==> src/hw/rtl/srs2_pkg.sv <==
// Package of the S2 record encoder: command type passed front to back,
// register indexes, sequencer phases and hex character lookup. No dependencies.
`default_nettype none

package srs2_pkg;

	localparam int QDEPTH = 2;
	localparam int PAD_W  = 8;

	localparam logic [1:0] REG_START_ADDRESS = 2'd0;
	localparam logic [1:0] REG_IMAGE_BYTES   = 2'd1;
	localparam logic [1:0] REG_ZERO_PAD      = 2'd2;
	localparam logic [1:0] REG_RAW_OUTPUT    = 2'd3;

	localparam logic [7:0] CHAR_S       = 8'h53;
	localparam logic [7:0] CHAR_TWO     = 8'h32;
	localparam logic [7:0] CHAR_ZERO    = 8'h30;
	localparam logic [7:0] CHAR_NEWLINE = 8'h0A;
	localparam logic [7:0] CHAR_NONE    = 8'h00;

	localparam logic [1:0] COUNT_ONE = 2'd1;
	localparam logic [1:0] COUNT_TWO = 2'd2;

	typedef struct packed {
		logic [7:0]       data;
		logic             raw;
		logic             open;
		logic             close;
		logic             last;
		logic [7:0]       cnt;
		logic [23:0]      addr;
		logic [7:0]       chk;
		logic [PAD_W-1:0] pad;
	} cmd_t;

	typedef enum logic [3:0] {
		PH_IDLE,
		PH_RAW,
		PH_HEAD,
		PH_CNT,
		PH_A2,
		PH_A1,
		PH_A0,
		PH_DATA,
		PH_PAD,
		PH_CHK,
		PH_NL
	} phase_t;

	function automatic logic [7:0] hex_char(input logic [3:0] nib);
		logic [7:0] c;
		if (nib < 4'd10) begin
			c = 8'h30 + {4'd0, nib};
		end else begin
			c = 8'h37 + {4'd0, nib};
		end
		return c;
	endfunction

endpackage

`default_nettype wire

==> src/hw/rtl/srs2_front.sv <==
// Front of the S2 record encoder: configuration registers, record tracking,
// checksum accumulation; issues one cmd_t per image byte. Uses srs2_pkg.
`default_nettype none

module srs2_front #(
	parameter int RECORD_BYTES    = 32,
	parameter int MAX_IMAGE_BYTES = 524288
) (
	input  wire logic                clk,
	input  wire logic                arst_n,
	input  wire logic                cfg_valid,
	output logic                     cfg_ready,
	input  wire logic [1:0]          cfg_index,
	input  wire logic [23:0]         cfg_data,
	input  wire logic                push,
	input  wire logic [7:0]          data_byte,
	input  wire logic                q_full,
	output logic                     q_push,
	output srs2_pkg::cmd_t           q_wdata
);

	localparam int FW = $clog2(RECORD_BYTES + 1);
	localparam logic [FW-1:0] REC_W   = FW'(RECORD_BYTES);
	localparam logic [7:0]    REC_B   = 8'(RECORD_BYTES);
	localparam logic [7:0]    PAD_CNT = 8'(RECORD_BYTES + 4);
	localparam logic [20:0]   MAX_W   = 21'(MAX_IMAGE_BYTES);

	logic [23:0]   start_q;
	logic [19:0]   image_q;
	logic          zero_pad_q;
	logic          raw_q;
	logic [FW-1:0] fill_q;
	logic [FW-1:0] len_q;
	logic [7:0]    sum_q;
	logic [23:0]   addr_q;
	logic [19:0]   rem_q;

	logic          cfg_we;
	logic [23:0]   start_n;
	logic [19:0]   image_n;
	logic [20:0]   rem_sat;
	logic          take;
	logic          open;
	logic [FW-1:0] len_cur;
	logic [FW-1:0] fill_n;
	logic [7:0]    cnt;
	logic [7:0]    hdr_sum;
	logic [7:0]    nsum;
	logic          close;

	assign cfg_ready = 1'b1;
	assign cfg_we    = cfg_valid;

	always_comb begin
		start_n = start_q;
		image_n = image_q;
		if (cfg_we && cfg_index == srs2_pkg::REG_START_ADDRESS) begin
			start_n = cfg_data;
		end
		if (cfg_we && cfg_index == srs2_pkg::REG_IMAGE_BYTES) begin
			image_n = cfg_data[19:0];
		end
		rem_sat = ({1'b0, image_n} > MAX_W) ? MAX_W : {1'b0, image_n};
	end

	always_comb begin
		take    = push && !q_full && (rem_q != 20'd0);
		open    = (fill_q == '0);
		len_cur = open ? ((rem_q < 20'(RECORD_BYTES)) ? rem_q[FW-1:0] : REC_W) : len_q;
		fill_n  = fill_q + FW'(1);
		cnt     = zero_pad_q ? PAD_CNT : (8'(len_cur) + 8'd4);
		hdr_sum = cnt + addr_q[23:16] + addr_q[15:8] + addr_q[7:0];
		nsum    = (open ? hdr_sum : sum_q) + data_byte;
		close   = (fill_n >= len_cur);

		q_push        = take;
		q_wdata.data  = data_byte;
		q_wdata.raw   = raw_q;
		q_wdata.open  = open;
		q_wdata.close = close;
		q_wdata.last  = (raw_q || close) && (rem_q == 20'd1);
		q_wdata.cnt   = cnt;
		q_wdata.addr  = addr_q;
		q_wdata.chk   = ~nsum;
		q_wdata.pad   = zero_pad_q ? (REC_B - 8'(fill_n)) : 8'd0;
	end

	always_ff @(posedge clk or negedge arst_n) begin
		if (!arst_n) begin
			start_q    <= 24'h020000;
			image_q    <= 20'd0;
			zero_pad_q <= 1'b1;
			raw_q      <= 1'b0;
			fill_q     <= '0;
			len_q      <= '0;
			sum_q      <= 8'd0;
			addr_q     <= 24'h020000;
			rem_q      <= 20'd0;
		end else if (cfg_we) begin
			start_q <= start_n;
			image_q <= image_n;
			case (cfg_index)
				srs2_pkg::REG_ZERO_PAD:   zero_pad_q <= cfg_data[0];
				srs2_pkg::REG_RAW_OUTPUT: raw_q      <= cfg_data[0];
				default: ;
			endcase
			fill_q <= '0;
			len_q  <= '0;
			sum_q  <= 8'd0;
			addr_q <= start_n;
			rem_q  <= rem_sat[19:0];
		end else if (take) begin
			rem_q <= rem_q - 20'd1;
			if (!raw_q) begin
				if (close) begin
					addr_q <= addr_q + 24'(len_cur);
					fill_q <= '0;
					len_q  <= '0;
					sum_q  <= 8'd0;
				end else begin
					fill_q <= fill_n;
					len_q  <= len_cur;
					sum_q  <= nsum;
				end
			end
		end
	end

	assert property (@(posedge clk) disable iff (!arst_n)
		cfg_we |=> (fill_q == '0) && (sum_q == 8'd0))
		else $error("record state not cleared after register write");
	assert property (@(posedge clk) disable iff (!arst_n)
		(take && !raw_q) |-> (fill_n <= len_cur) || (len_cur == '0))
		else $error("record fill ran past record length");
	assert property (@(posedge clk) disable iff (!arst_n)
		(fill_q != '0) |-> (len_q != '0) && (fill_q < len_q))
		else $error("open record has inconsistent fill");

endmodule

`default_nettype wire

==> src/hw/rtl/srs2_queue.sv <==
// Short command queue between front and back of the S2 record encoder.
// Holds srs2_pkg::cmd_t entries in registers.
`default_nettype none

module srs2_queue (
	input  wire logic           clk,
	input  wire logic           arst_n,
	input  wire logic           wr_en,
	input  wire srs2_pkg::cmd_t wdata,
	input  wire logic           rd_en,
	output srs2_pkg::cmd_t      rdata,
	output logic                q_full,
	output logic                q_empty
);

	localparam int PW = (srs2_pkg::QDEPTH > 1) ? $clog2(srs2_pkg::QDEPTH) : 1;
	localparam int CW = $clog2(srs2_pkg::QDEPTH + 1);

	srs2_pkg::cmd_t mem_q [srs2_pkg::QDEPTH];
	logic [PW-1:0]  wr_ptr_q;
	logic [PW-1:0]  rd_ptr_q;
	logic [CW-1:0]  count_q;

	assign q_full  = (count_q == CW'(srs2_pkg::QDEPTH));
	assign q_empty = (count_q == '0);
	assign rdata   = mem_q[rd_ptr_q];

	always_ff @(posedge clk) begin
		if (wr_en) begin
			mem_q[wr_ptr_q] <= wdata;
		end
	end

	always_ff @(posedge clk or negedge arst_n) begin
		if (!arst_n) begin
			wr_ptr_q <= '0;
			rd_ptr_q <= '0;
			count_q  <= '0;
		end else begin
			if (wr_en) begin
				wr_ptr_q <= (wr_ptr_q == PW'(srs2_pkg::QDEPTH - 1)) ? '0 : wr_ptr_q + PW'(1);
			end
			if (rd_en) begin
				rd_ptr_q <= (rd_ptr_q == PW'(srs2_pkg::QDEPTH - 1)) ? '0 : rd_ptr_q + PW'(1);
			end
			case ({wr_en, rd_en})
				2'b10:   count_q <= count_q + CW'(1);
				2'b01:   count_q <= count_q - CW'(1);
				default: ;
			endcase
		end
	end

endmodule

`default_nettype wire

==> src/hw/rtl/srs2_back.sv <==
// Back of the S2 record encoder: phase sequencer that expands each cmd_t into
// character results, plus the output register. Uses srs2_pkg.
`default_nettype none

module srs2_back (
	input  wire logic           clk,
	input  wire logic           arst_n,
	input  wire srs2_pkg::cmd_t head,
	input  wire logic           q_empty,
	output logic                q_pop,
	input  wire logic           pop,
	output logic                empty,
	output logic [7:0]          first_char,
	output logic [7:0]          second_char,
	output logic [1:0]          char_count,
	output logic                run_last,
	output logic                image_end
);

	srs2_pkg::phase_t  phase_q;
	srs2_pkg::phase_t  eff;
	srs2_pkg::phase_t  nxt;
	logic [srs2_pkg::PAD_W-1:0] pad_left_q;
	logic              out_v_q;
	logic [7:0]        c1_q;
	logic [7:0]        c2_q;
	logic [1:0]        cc_q;
	logic              rl_q;
	logic              ie_q;

	logic              pop_ok;
	logic              adv;
	logic [7:0]        hex_v;
	logic [7:0]        c1;
	logic [7:0]        c2;
	logic [1:0]        cc;
	logic              rl;
	logic              ie;

	assign pop_ok = pop && out_v_q;
	assign adv    = !q_empty && (!out_v_q || pop_ok);

	always_comb begin
		if (phase_q == srs2_pkg::PH_IDLE) begin
			eff = head.raw ? srs2_pkg::PH_RAW :
				(head.open ? srs2_pkg::PH_HEAD : srs2_pkg::PH_DATA);
		end else begin
			eff = phase_q;
		end

		hex_v = head.data;
		c1    = srs2_pkg::CHAR_NONE;
		c2    = srs2_pkg::CHAR_NONE;
		cc    = srs2_pkg::COUNT_TWO;
		rl    = 1'b0;
		ie    = 1'b0;
		nxt   = srs2_pkg::PH_IDLE;

		case (eff)
			srs2_pkg::PH_RAW: begin
				c1  = head.data;
				cc  = srs2_pkg::COUNT_ONE;
				rl  = 1'b1;
				ie  = head.last;
			end
			srs2_pkg::PH_HEAD: begin
				c1  = srs2_pkg::CHAR_S;
				c2  = srs2_pkg::CHAR_TWO;
				nxt = srs2_pkg::PH_CNT;
			end
			srs2_pkg::PH_CNT: begin
				hex_v = head.cnt;
				nxt   = srs2_pkg::PH_A2;
			end
			srs2_pkg::PH_A2: begin
				hex_v = head.addr[23:16];
				nxt   = srs2_pkg::PH_A1;
			end
			srs2_pkg::PH_A1: begin
				hex_v = head.addr[15:8];
				nxt   = srs2_pkg::PH_A0;
			end
			srs2_pkg::PH_A0: begin
				hex_v = head.addr[7:0];
				nxt   = srs2_pkg::PH_DATA;
			end
			srs2_pkg::PH_DATA: begin
				hex_v = head.data;
				if (!head.close) begin
					rl  = 1'b1;
					nxt = srs2_pkg::PH_IDLE;
				end else if (head.pad != '0) begin
					nxt = srs2_pkg::PH_PAD;
				end else begin
					nxt = srs2_pkg::PH_CHK;
				end
			end
			srs2_pkg::PH_PAD: begin
				hex_v = 8'd0;
				nxt   = (pad_left_q == 8'd1) ? srs2_pkg::PH_CHK : srs2_pkg::PH_PAD;
			end
			srs2_pkg::PH_CHK: begin
				hex_v = head.chk;
				nxt   = srs2_pkg::PH_NL;
			end
			srs2_pkg::PH_NL: begin
				c1  = srs2_pkg::CHAR_NEWLINE;
				cc  = srs2_pkg::COUNT_ONE;
				rl  = 1'b1;
				ie  = head.last;
			end
			default: begin
				nxt = srs2_pkg::PH_IDLE;
			end
		endcase

		if (eff == srs2_pkg::PH_CNT || eff == srs2_pkg::PH_A2 || eff == srs2_pkg::PH_A1 ||
			eff == srs2_pkg::PH_A0 || eff == srs2_pkg::PH_DATA || eff == srs2_pkg::PH_PAD ||
			eff == srs2_pkg::PH_CHK) begin
			c1 = srs2_pkg::hex_char(hex_v[7:4]);
			c2 = srs2_pkg::hex_char(hex_v[3:0]);
		end

		q_pop = adv && rl;
	end

	always_ff @(posedge clk or negedge arst_n) begin
		if (!arst_n) begin
			phase_q    <= srs2_pkg::PH_IDLE;
			pad_left_q <= '0;
			out_v_q    <= 1'b0;
		end else begin
			if (adv) begin
				phase_q <= nxt;
				out_v_q <= 1'b1;
				if (eff == srs2_pkg::PH_DATA) begin
					pad_left_q <= head.pad;
				end else if (eff == srs2_pkg::PH_PAD) begin
					pad_left_q <= pad_left_q - 8'd1;
				end
			end else if (pop_ok) begin
				out_v_q <= 1'b0;
			end
		end
	end

	always_ff @(posedge clk) begin
		if (adv) begin
			c1_q <= c1;
			c2_q <= c2;
			cc_q <= cc;
			rl_q <= rl;
			ie_q <= ie;
		end
	end

	assign empty       = !out_v_q;
	assign first_char  = c1_q;
	assign second_char = c2_q;
	assign char_count  = cc_q;
	assign run_last    = rl_q;
	assign image_end   = ie_q;

	assert property (@(posedge clk) disable iff (!arst_n)
		q_pop |-> adv)
		else $error("command dropped without its last result");
	assert property (@(posedge clk) disable iff (!arst_n)
		(phase_q == srs2_pkg::PH_PAD) |-> (pad_left_q != '0))
		else $error("padding phase with no padding left");
	assert property (@(posedge clk) disable iff (!arst_n)
		(phase_q != srs2_pkg::PH_IDLE) |-> !q_empty)
		else $error("sequencer busy without a command");

endmodule

`default_nettype wire

==> src/hw/rtl/srecord_s2_encoder_top.sv <==
// Top level of the Motorola S2 record encoder: front, command queue, back.
// Depends on srs2_pkg, srs2_front, srs2_queue, srs2_back.
//
//   channel   handshake            payload
//   input     push / full          data_byte
//   result    pop / empty          first_char, second_char, char_count, run_last, image_end
//   config    cfg_valid/cfg_ready  cfg_index, cfg_data
//
// The back sequencer emits one result per cycle while the queue holds a command and the
// result side pops; a byte gives 1 result in raw mode or mid-record, 5 more when it opens
// a record, and padding count plus 2 more when it closes one.
// The front takes a byte per cycle while the two-entry command queue has room.
// Reset loads the register defaults at once; no clearing pass. Config writes are
// always ready. A stalled pop holds the result register and backs up into the queue.
`default_nettype none

module srecord_s2_encoder_top #(
	parameter int RECORD_BYTES    = 32,
	parameter int MAX_IMAGE_BYTES = 524288
) (
	input  wire logic        clk,
	input  wire logic        arst_n,
	input  wire logic        push,
	output logic             full,
	input  wire logic [7:0]  data_byte,
	output logic             empty,
	input  wire logic        pop,
	output logic [7:0]       first_char,
	output logic [7:0]       second_char,
	output logic [1:0]       char_count,
	output logic             run_last,
	output logic             image_end,
	input  wire logic        cfg_valid,
	output logic             cfg_ready,
	input  wire logic [1:0]  cfg_index,
	input  wire logic [23:0] cfg_data
);

	srs2_pkg::cmd_t q_wdata;
	srs2_pkg::cmd_t q_rdata;
	logic           q_push;
	logic           q_pop;
	logic           q_full;
	logic           q_empty;

	srs2_front #(
		.RECORD_BYTES    (RECORD_BYTES),
		.MAX_IMAGE_BYTES (MAX_IMAGE_BYTES)
	) u_front (
		.clk       (clk),
		.arst_n    (arst_n),
		.cfg_valid (cfg_valid),
		.cfg_ready (cfg_ready),
		.cfg_index (cfg_index),
		.cfg_data  (cfg_data),
		.push      (push),
		.data_byte (data_byte),
		.q_full    (q_full),
		.q_push    (q_push),
		.q_wdata   (q_wdata)
	);

	srs2_queue u_queue (
		.clk     (clk),
		.arst_n  (arst_n),
		.wr_en   (q_push),
		.wdata   (q_wdata),
		.rd_en   (q_pop),
		.rdata   (q_rdata),
		.q_full  (q_full),
		.q_empty (q_empty)
	);

	srs2_back u_back (
		.clk         (clk),
		.arst_n      (arst_n),
		.head        (q_rdata),
		.q_empty     (q_empty),
		.q_pop       (q_pop),
		.pop         (pop),
		.empty       (empty),
		.first_char  (first_char),
		.second_char (second_char),
		.char_count  (char_count),
		.run_last    (run_last),
		.image_end   (image_end)
	);

	assign full = q_full;

endmodule

`default_nettype wire

==> config.mk <==
export PLATFORM = sky130hd
export DESIGN_NAME = srecord_s2_encoder_top
export DESIGN_NICKNAME = d
export VERILOG_FILES = /design/src/hw/rtl/srs2_pkg.sv /design/src/hw/rtl/srs2_front.sv /design/src/hw/rtl/srs2_queue.sv /design/src/hw/rtl/srs2_back.sv /design/src/hw/rtl/srecord_s2_encoder_top.sv
export SDC_FILE = /design/constraint.sdc
export NUM_CORES = 1
export LEC_CHECK = 0
export BUFFER_PORTS_ARGS = -buffer_cell sky130_fd_sc_hd__buf_2
export CORE_UTILIZATION = 65
export CTS_BUF_LIST = sky130_fd_sc_hd__clkbuf_2
export DETAILED_ROUTE_END_ITERATION = 8
export PLACE_DENSITY_LB_ADDON = 0.05
export REMOVE_ABC_BUFFERS = 1
export SYNTH_ARGS = -nofsm -noshare
export SYNTH_HDL_FRONTEND = slang
export SYNTH_SLANG_ARGS = --single-unit
==> constraint.sdc <==
create_clock -name clk -period 13.53 [get_ports clk]
set_input_delay 0.6765 -clock clk [delete_from_list [all_inputs] [get_ports clk]]
set_output_delay 0.6765 -clock clk [all_outputs]
set_load 0.01 [all_outputs]
* Yosys cells after proc, flatten, opt, wreduce, memory -nomap -nowiden
Memories as Yosys holds them, arrays and structs flattened.
Cells that the tools add are included.
** Storage, ports and cells
- Register bits after elaboration :: 147
- RAM bits :: 120
- Memories kept :: 1
- Output and inout port bits :: 23
- Logic and storage cells :: 152
- Input port bits :: 39
** Cells by class
- $add $sub $neg :: 18
- Reductions and logical operators :: 36
- Mux-type cells :: 52
- $lt $le $gt $ge :: 5
- Bitwise logic cells :: 1
- Equal/unequal tests :: 19
** Memory list
- u_queue.mem_q :: depth 2, bits a word 60, read ports 1, clocked after Yosys merged registers in 0, write ports 1, line srs2_queue.sv:19 : srs2_pkg::cmd_t mem_q [srs2_pkg::QDEPTH];
** Operators with widths (number)
- $mux 24 :: 5
- $mux 8 :: 13
- $mux 20 :: 4
- $mux 6 :: 11
- $pmux 8 s6 :: 1
- $add 8x8->8 :: 4
- $pmux 4 s8 :: 1
- $add 6x4->7 const A :: 4
- $add 24x6->24 :: 1
- $pmux 8 s3 :: 1
- $eq 20x1->1 const B :: 1
- $gt 20x20->1 const B :: 1
- $lt 20x6->1 const B :: 1
- $reduce_bool 20->1 :: 1
- $sub 20x1->20 const B :: 1
- $eq 4x3->1 const B :: 4
- $eq 4x4->1 const B :: 3
- $mux 4 :: 3
- $reduce_bool 2->1 :: 5
- $mux 1 :: 9
- $eq 2x2->1 const B :: 4
- $eq 4x2->1 const B :: 2
- $eq 8x1->1 const B :: 1
- $logic_and 1x1->1 :: 8
- other kinds (26) :: 42

* Longest topological paths before layout
Gate-level depths: netlist of the first run.
- Depth after elaboration :: 14
- Mapped depth :: 25
- Gate-level depth less buffers :: 25

* Modules after synthesis
Synthesis of the first run repeated with hierarchy kept, for this count alone.
** Second synthesis, totals
- Cells, all modules :: 1187
- Area total of the unflattened synthesis :: 14198.6 µm²
** Modules (own cells, without submodules)
- srs2_front :: instances 1, cells an instance 701, sequential area each 2756.4 µm², area an instance 6837.8 µm²
- srs2_queue :: instances 1, cells an instance 203, sequential area each 3703.6 µm², area an instance 4815.9 µm²
- srs2_back :: instances 1, cells an instance 283, sequential area each 895.9 µm², area an instance 2544.9 µm²

* Worst setup path after synthesis of the first run
No wires, ideal clock.
- Kind :: flip-flop to flip-flop
- Start point :: register u_front.rem_q[8]
- End point :: register u_front.sum_q[7]
- Data arrival time :: 5.098 ns
- Path slack :: 8.302 ns
- Data required time :: 13.400 ns
- Buffers on the path :: 0
- Cell stages (with the launch flop) :: 21
- Library setup time :: 0.130 ns
- Period minus slack after synthesis :: 5.228 ns
- Cell sequence :: dfrtp_1 > nor4_1 > nand4b_1 > or3_1 > o21ai_0 > nand2b_1 > fa_1 > inv_1 > fa_1 > inv_1 > ha_1 > a21o_1 > a21o_1 > a21o_1 > a21oi_1 > xor2_1 > o21ai_0 > ha_1 > o41ai_1 > xor2_1 > o21ai_0
** RTL lines
- from (decl) :: line srs2_front.sv:36 : logic [19:0] rem_q;
- from (signal assigned) :: line srs2_front.sv:111 : rem_q <= rem_sat[19:0];
- from (signal assigned) :: line srs2_front.sv:113 : rem_q <= rem_q - 20'd1;
- to (signal assigned) :: line srs2_front.sv:123 : sum_q <= nsum;
- to (decl) :: line srs2_front.sv:34 : logic [7:0] sum_q;

==> summary by stage, run 1 <==
Status
The flow ran to the end, and the final reports show no timing, DRC or antenna violations.

STA
The count of final setup violators is 0. The worst hold slack is around 110 ps. The actual slew at the worst max-slew pin is 1100 ps.

Setup repair after global routing left no endpoint under its margin. The time the worst path needs with I/O delays and setup is between 6000 and 7000 ps. Setup total negative slack on the finished layout was measured at 0 ps.

Based on the critical path, the design can be clocked at up to between 0.15 and 0.2 GHz. The count of endpoints failing hold in the final timing report was 0. The final critical path takes up a little under half of the cycle. The final max-slew violation count is 0. The worst clock skew on the final layout is ~66 ps.

The relative slew slack is 25.9%.

Placement
The HPWL after detailed placement is approximately 23 mm. The routability-driven placement congestion ratio is ~0.96. The cell area after placement is about 0.014 sq mm.

During placement, the flow inserted port buffers numbering 59.

Drt
After detailed routing, the number of vias per cell comes to 6.18. For this block, the via count after detailed routing is approximately 9800. The number of violations reported at the end of detailed-routing iteration 0 is between 700 and 800. The detailed-route wire length per cell is roughly 20 um.

The detailed-router iteration count before antenna repair is 6. The routed design has around 33 mm of wire. The antenna violation net count after detailed routing is 0. The remaining design rule violation count is 0.

Clocking
The insertion delay of the later-clocked pin in the worst-skew pair is approximately 840 ps. In this run the number of H-tree levels came out at 3. The hold-fix buffer count after cts is 1.

CTS saw approximately 260 sinks. Once the clock tree was built, the resizer swapped 0 gates to a different size. The number of buffers added by the clock tree synthesis step is a little under 70.

TritonCTS built the clock tree. The cell sitting at the root of the clock tree is a clkbuf_2. After clock tree synthesis, the clock-pin slew on the worst setup and hold paths is around 110 ps. The count of buffers added by post-CTS timing repair for setup is 0. Counting along the longest clock path gives a buffer depth of 3.

Synthesis
The synthesized area per cell is between 10 and 15 sq um. Summing the areas of all xor and xnor instances in the mapped netlist gives under 10% of the synthesized area. The number of distinct library cells after synthesis is 76. Counting flops with an async set or reset pin after synthesis yields a share of between 40% and 50%.

The number of enable-type register cells in the synthesized netlist is about 140. Of the total synthesized cell area, the portion taken by AND, OR, NAND and NOR gates is 13.3%. By area the synthesized netlist is led by edfxtp_1 30%, dfrtp_1 23%, mux2i_1 4.9%. The portion of synthesized cell area occupied by the leading cell type is 30.1%.

The flip-flop cell with the highest count after synthesis is edfxtp_1. The arithmetic-cell share of the synthesized area counting full adders, half adders and majority gates is about 5.6%. The netlist area before placement is roughly 0.013 sq mm.

The Yosys warning count is 0. The number of instances in the synthesized netlist is ~1200. The area fraction in compound gates after synthesis is between 10% and 20%. After synthesis, the largest family of logic cells by area is simple AND/OR/NAND/NOR gates. The portion of synthesized area spent on multiplexers is roughly 9%.

The leading area contributor after synthesis is edfxtp_1. The flip-flop and latch count after synthesis is roughly 260. Sequential cells were found to cover 53.7% of the synthesized design area.

Cells and area
The relative area change from synthesis to final layout is 8.69%. The final instance area is between 0.01 and 0.015 sq mm. Leaving out fill and tap cells, the most frequent cell in the layout is edfxtp_1. In the layout the commonest cells are 135 x edfxtp_1, 123 x dfrtp_1, 102 x clkbuf_2, 94 x nand2_1, 75 x o21ai_0.

Cells fill about 72% of the core in the end. The share of cells above drive strength 1 is 18.9%. At the end of the flow, the number of nets in the layout was 1367.

Global route
For this run the aggregate overflow at the end of global routing stands at 0. The total track usage is about a third. The initial antenna violation count is 1. The global-route wire length before repair is slightly above 50 mm. The pin count of the biggest net entering global routing is between 70 and 80.

The via count of the first global-routing pass was roughly 9400.

Floorplan
From left edge to right edge, the die measures 146 um. The floorplan die height is approximately 150 um. The core outline area is roughly 0.020 sq mm. Pin placement for this block handled 62 I/O pins. For this configuration, the core starts out at a cell density of approximately 66%. The die area is 0.0213 sq mm. The initialized floorplan defines 52 standard-cell rows.

Worst setup path
The largest individual stage delay along the critical path comes from the cell fa_1. The data arrival time at the worst-slack endpoint is about 6800 ps. Traced cell by cell, the critical path runs through inv_1, ha_1, nor4b_2, nand2_1, clkinv_1, nand2_1, o21ai_0, nand2b_1, fa_1, inv_1, fa_1, inv_1, ha_1, a21o_1, a21o_1, a21o_1, a21oi_1, xor2_1, o21ai_0, ha_1, o41ai_1, xor2_1, o21ai_0.

The delay of the slowest cell on the worst path is 560 ps. The peak fanout along the critical path is 21. STA classifies the critical path startpoint as a flip-flop. The type of the worst setup path is flip-flop to flip-flop.

The type of element capturing the critical path is a flip-flop. The data required time of the critical path is roughly 14000 ps.

Power
The peak supply drop is roughly 0.11 mV. Summed over all cells, the static leakage comes to approximately 6.3 nW. The total power per unit cell area is between 200 and 250 mW/mm^2.

Hold path
The class of the worst hold path is input port to flip-flop.

Job
The max-cap violation count is 0.
## stage by stage
stage                     cells  power [mW]  setup slack (ps)
final                      1593        3.51              7350
after global routing       1593        3.74              6770
after floorplan            1134        2.47              8140
after global placement     1475        2.88              7630
after CTS                  1592        3.50              7410
after detailed placement   1475        2.92              7430
## per-layer routing
layer,wire length [um],global-route usage (%)
met1,14000,43.9
met2,15400,49.5
met3,2300,5.86
met4,837,12.4
met5,0,0
## flip-flops by register name, summed over array words and instances, names as in the netlist, 2 cells and up
signal,cells
u_back.char_count,2
u_queue.mem_q,116
u_back.phase_q,4
u_front.sum_q,8
u_front.rem_q,20
u_front.addr_q,24
u_queue.count_q,2
u_front.start_q,24
u_front.len_q,6
u_back.second_char,7
u_back.pad_left_q,8
u_front.fill_q,6
u_front.image_q,20
u_back.first_char,8
## cells by family after synthesis
kind of cell	count (synthesis)
xor gates and xnor gates	46
other	2
AOI/OAI and AO/OA	242
muxes	114
adders and majority gates	51
and+or+nand+nor	350
DFF	262
buffers and inverters	122
## critical path, delay by kind of cell (launching register included)
| family | cells | cell delay (ps) |
|---|---|---|
| AO/OA/AOI/OAI | 8 | 1790 |
| XOR/XNOR | 2 | 440 |
| adder cells (fa/ha/maj) | 5 | 1750 |
| buffers and inverters | 4 | 540 |
| flip-flops | 1 | 470 |
| AND/OR/NAND/NOR | 4 | 1030 |
## final timing paths
path | start | slack [ps] | to | cells past startpoint
setup / recovery | u_front.fill_q[0] | 7350 | u_front.sum_q[7] | 23
hold / removal | data_byte[4] | 110 | u_queue.mem_q[1][56] | 1
setup reg to reg | u_front.fill_q[0] | 7350 | u_front.sum_q[7] | 23
hold reg to reg | u_back.pad_left_q[7] | 490 | u_back.pad_left_q[7] | 2
max in group asynchronous | arst_n | 11610 | u_front.image_q[17] | 3
min in group asynchronous | arst_n | 520 | u_back.phase_q[2] | 2
## power by group
part,switching (mW),leakage [nW],internal (mW)
sequential,0.168,2.83,1.19
combinational,0.954,2.94,0.629
clock,0.317,0.488,0.255
total,1.44,6.26,2.07
## cells in the mapped netlist (6+ instances only)
master	instances
a211oi_1	8
a21o_1	15
a21oi_1	33
a22o_1	7
a22oi_1	7
a31oi_1	16
and2_1	9
and3_1	6
buf_2	8
clkbuf_1	41
dfrtp_1	124
edfxtp_1	135
fa_1	16
ha_1	35
inv_1	66
mux2_2	46
mux2i_1	66
nand2_1	94
nand2b_1	15
nand3_1	35
nor2_1	72
nor2b_1	16
nor3_1	36
nor4_1	8
o21a_1	8
o21ai_0	75
o22a_1	6
o22ai_1	19
or2_2	7
or3_1	10
or4_1	9
xnor2_1	24
xor2_1	21
## cell type report
type,instances,area [sq um]
flip-flops and latches,262,7240
multi-input cells,805,5770
fillers,1496,5660
clock buffers,102,510
repair buffers,72,398
well taps,270,338
inverters,67,251
clock inverters,14,133
diodes,1,2.50
Power figures use the tool's default switching activity.
==> inputs of run 2 (changes only) <==
--- a/config.mk
+++ b/config.mk
@@ -5,8 +5,9 @@
 export SDC_FILE = /design/constraint.sdc
 export NUM_CORES = 1
 export LEC_CHECK = 0
+export ABC_AREA = 1
 export BUFFER_PORTS_ARGS = -buffer_cell sky130_fd_sc_hd__buf_2
-export CORE_UTILIZATION = 65
+export CORE_UTILIZATION = 58
 export CTS_BUF_LIST = sky130_fd_sc_hd__clkbuf_2
 export DETAILED_ROUTE_END_ITERATION = 8
 export PLACE_DENSITY_LB_ADDON = 0.05
==> constraint.sdc (replaced) <==
create_clock -name clk -period 5.2 [get_ports clk]
set_input_delay 0.26 -clock clk [delete_from_list [all_inputs] [get_ports clk]]
set_output_delay 0.26 -clock clk [all_outputs]
set_load 0.01 [all_outputs]
==> run 2 against run 1 <==
Final cell count increased by 34%. Critical endpoint is now u_queue.mem_q[1][15]. Maximum frequency increased by 21%. Via count increased by 15%. Register-to-register slack lost 7300 ps. Non-clock buffer count grew 88. Die area grew 17%. Worst hold slack worse by 55 ps. Power rose to 3.2 times the previous value. First-iteration DRC count is 8.6% higher. Sequential share of layout area is 4.7 points lower.
==> summary by stage, run 2 <==
Status
Status: finished clean (unchanged).

Synthesis
The flip-flop and latch count after synthesis is 262 (unchanged). The fraction of registers with async set or reset after synthesis was 48.5% (unchanged). The post-synthesis sequential area ratio came to 51.3% (was 53.7%). The synthesized area per cell is 8.97 sq um (was 11.3 sq um). The leading area contributor after synthesis was edfxtp_1 (unchanged). Top cell types by occurrence after synthesis: 429 x nand2_1, 178 x inv_1, 135 x edfxtp_1 (was 135 x edfxtp_1, 124 x dfrtp_1, 94 x nand2_1). The number of enable-type register cells in the synthesized netlist came to 135 (unchanged). The number of instances in the synthesized netlist is 1572 (was 1189). The portion of synthesized cell area occupied by the leading cell type is 28.7% (was 30.1%). The netlist area before placement was 0.0141 sq mm (was 0.0135 sq mm). The number of distinct library cells after synthesis is 56 (was 76). The most common cell in the netlist is nand2_1 (was edfxtp_1).

The Yosys warning count is 0 (unchanged). Dominant cells by area after synthesis: edfxtp_1 29%, dfrtp_1 22%, nand2_1 11% (was edfxtp_1 30%, dfrtp_1 23%, mux2i_1 4.9%). The flip-flop cell with the highest count after synthesis was edfxtp_1 (unchanged).

Clocking
The maximum clock insertion buffer count came to 3 (unchanged). The clock slew at the register clock pins of the worst setup and hold paths is 120 ps (was 110 ps). The insertion delay of the later-clocked pin in the worst-skew pair is 830 ps (was 840 ps).

The number of buffers added by the clock tree synthesis step is 68 (was 69). The number of sinks handled by clock tree synthesis is 262 (unchanged). The number of levels the H-tree was split into was 3 (unchanged). The cell at the root of the clock tree is clkbuf_2 (unchanged). The clock tree from TritonCTS is done (unchanged).

Drt
The vias after detailed routing is 11300 (was 9841). The wire length on met2 came to 17.2 mm (was 15.4 mm). The uppermost metal layer occupied by signal nets is met4 (unchanged). The remaining design rule violation count is 0 (unchanged). The detailed-router iteration count before antenna repair is 5 (was 6). The antenna violation net count after detailed routing is 0 (unchanged).

The sum of routed wire length over all layers was 35.3 mm (was 32.5 mm). The routed length on met1 was 15.2 mm (was 14.0 mm). The detailed route wirelength on metal3 is 1.86 mm (was 2.30 mm). The via-per-instance ratio is 5.32 (was 6.18). The detailed-route wire length per cell was 16.6 um (was 20.4 um). The number of violations reported at the end of detailed-routing iteration 0 is 861 (was 793).

Placement
The post-placement worst setup slack is -32.3 ps (was 7430 ps). The number of input and output port buffers inserted was 59 (unchanged). The cell area after placement is 0.0149 sq mm (was 0.0140 sq mm). The number of cells after detailed placement is 1951 (was 1475). The placed wire-length estimate after detailed placement is 24.4 mm (was 23.1 mm). The routability-driven placement congestion ratio is 0.896 (was 0.963).

Job
The max-cap violation count is 0 (unchanged).

Global route
The total congestion overflow after global routing came to 0 (unchanged). The initial antenna violation count was 1 (unchanged). The global-route wire length before repair is 55.2 mm (was 51.1 mm). The total track usage is 29.2% (was 31.5%). The via count of the first global-routing pass is 10700 (was 9393). The pin count of the biggest net entering global routing is 84 (was 71).

STA
The top achievable clock speed is 0.196 GHz (was 0.162 GHz). The slack of the critical path is 92.3 ps (was 7350 ps). The worst hold slack is 54.3 ps (was 109 ps).

The time the worst path needs with I/O delays and setup was 5110 ps (was 6180 ps). The fraction of the cycle the final worst path needs came to 98.2% (was 45.7%). The count of endpoints failing hold in the final timing report was 0 (unchanged). The actual slew at the worst max-slew pin is 928 ps (was 1100 ps). The relative slew slack came to 37.9% (was 25.9%). The final max-slew violation count is 0 (unchanged).

Setup repair after global routing missed its margin: yes (was no). The worst clock skew on the final layout is 64.9 ps (was 66.0 ps). The count of final setup violators was 0 (unchanged). The setup TNS after final layout came to 0 ps (unchanged).

Cells and area
Largest registers: u_queue.mem_q: 116 flops, u_front.addr_q: 24 flops, u_front.start_q: 24 flops (unchanged). The combined area of the multi-input logic cells came to 0.00602 sq mm (was 0.00577 sq mm). The leading cell type in the layout, fill and taps excluded is nand2_1 (was edfxtp_1). The relative area change from synthesis to final layout is 14.9% (was 8.69%).

The filler cell count is 1980 (was 1496). The final instance area is 0.0162 sq mm (was 0.0146 sq mm). The share of cells above drive strength 1 came to 20.1% (was 18.9%).

Most used cells in the layout excluding fill and tap cells: 423 x nand2_1, 174 x inv_1, 135 x edfxtp_1, 123 x dfrtp_1, 117 x nor2_1 (was 135 x edfxtp_1, 123 x dfrtp_1, 102 x clkbuf_2, 94 x nand2_1, 75 x o21ai_0). The count of non-filler cells in the finished layout is 2130 (was 1593). The area used by sequential logic in the layout is 0.00724 sq mm (unchanged). The number of flip-flops under the largest register name is 116 (unchanged).

The top register by number of flip-flops was u_queue.mem_q (unchanged). The share of the core filled with cells was 68.4% (was 72.1%). The net count reported at finish is 1846 (was 1367).

Worst setup path
The launching point of the worst reg2reg path was u_front.rem_q[17] (was u_front.fill_q[0]). The critical path's slowest cell is fa_1 (unchanged). The type of element capturing the critical path is a flip-flop (unchanged).

The path depth of the worst reg2reg path is 30 (was 23). The critical register-to-register path endpoint is u_queue.mem_q[1][15] (was u_front.sum_q[7]). The data arrival time at the worst-slack endpoint is 5650 ps (was 6840 ps). The peak fanout along the critical path came to 4 (was 21).

The data required time of the critical path came to 5740 ps (was 14190 ps). The slack of the worst reg-to-reg path came to 90 ps (was 7350 ps). The delay of the slowest cell on the worst path is 500 ps (was 560 ps).

The startpoint type of the worst setup path is a flip-flop (unchanged). The type of the worst setup path was flip-flop to flip-flop (unchanged).

Floorplan
The die area came to 0.0249 sq mm (was 0.0213 sq mm). The total I/O pin count came to 62 (unchanged). The initial core utilization is 59.5% (was 66.4%). The floorplan die height is 158 um (was 146 um).

The standard-cell row count was 56 (was 52). The die outline width is 158 um (was 146 um). The core outline area is 0.0237 sq mm (was 0.0203 sq mm).

Hold path
The class of the worst hold path is input port to asynchronous set/reset pin (was input port to flip-flop).

Power
The peak supply drop came to 0.476 mV (was 0.109 mV). The total power per unit cell area is 687 mW/mm^2 (was 240 mW/mm^2). The total power after layout is 11.1 mW (was 3.51 mW).

The leakage power total is 7.58 nW (was 6.26 nW).
==> run 2: cell types whose count changed in the layout (fill, tap and decap cells not counted), sizes merged, moves of 15 or more <==
cell and change:
nor3 -17, nand2b -15, nand3 +23, dlygate4sd3 +39, o21ai +67, nor2b -16, nor2 +74, mux2i -51
nand2 +355, buf +49, inv +130, mux2 -38, a21oi +17
==> run 2: final cells by class <==
class	instances	area share [%]
Sequential cell	262	44.7
Multi-Input combinational cell	1069	37.2
Timing Repair Buffer	160	7.23
Inverter	195	4.56
Clock buffer	103	3.18
Tap cell	319	2.46
Clock inverter	21	0.718
Antenna cell	1	0.0154
==> run 2: worst max-delay path by stage <==
stage                                  from              endpoint  slack (ps)
after floorplan           u_front.fill_q[0]  u_queue.mem_q[0][15]          40
after detailed placement  u_front.rem_q[18]  u_queue.mem_q[0][15]         -30
after CTS                  u_front.rem_q[6]  u_queue.mem_q[1][15]          30
final                     u_front.rem_q[17]  u_queue.mem_q[1][15]          90
after global routing      u_front.rem_q[17]  u_queue.mem_q[0][15]        -200
after global placement    u_front.rem_q[18]  u_queue.mem_q[1][15]         120
==> run 2: metal layers <==
metal	vias up	global-route usage [%]
met5	-	0
met4	0	11.5
met3	69	4.76
met2	353	48.9
met1	5357	37.8
li1	5553	-
==> run 2: cell families after synthesis <==
kind of cell	after synthesis	share of synthesized area, %
AOI/OAI and AO/OA	241	9.81
adders and majority gates	51	5.38
DFF	262	51.3
buffers and inverters	241	7.01
and+or+nand+nor	707	21.9
other	2	0.0533
xor gates and xnor gates	43	2.67
muxes	25	1.86
==> run 2: timing repair <==
item / 4_1_cts / 5_1_grt
gates resized for setup: 5 / 36
hold buffers: 40 / 0
setup buffers: 0 / 14
setup endpoints to repair: 3 / 11
endpoints found under the hold margin: 190 / 0
pin swaps: 1 / 22
==> run 2: power breakdown <==
part	internal, mW	leakage, nW	switching [mW]
sequential	3.21	2.85	0.438
clock	0.579	0.477	0.855
combinational	2.29	4.26	3.76
==> run 2: worst max-delay path: cells and delay by family, from the launching register on <==
kind | cells | cell delay (ps)
AND/OR/NAND/NOR | 15 | 1550
XOR/XNOR | 1 | 120
buffers and inverters | 5 | 380
AO/OA/AOI/OAI | 5 | 790
flip-flops | 1 | 410
adder cells (fa/ha/maj) | 4 | 1540
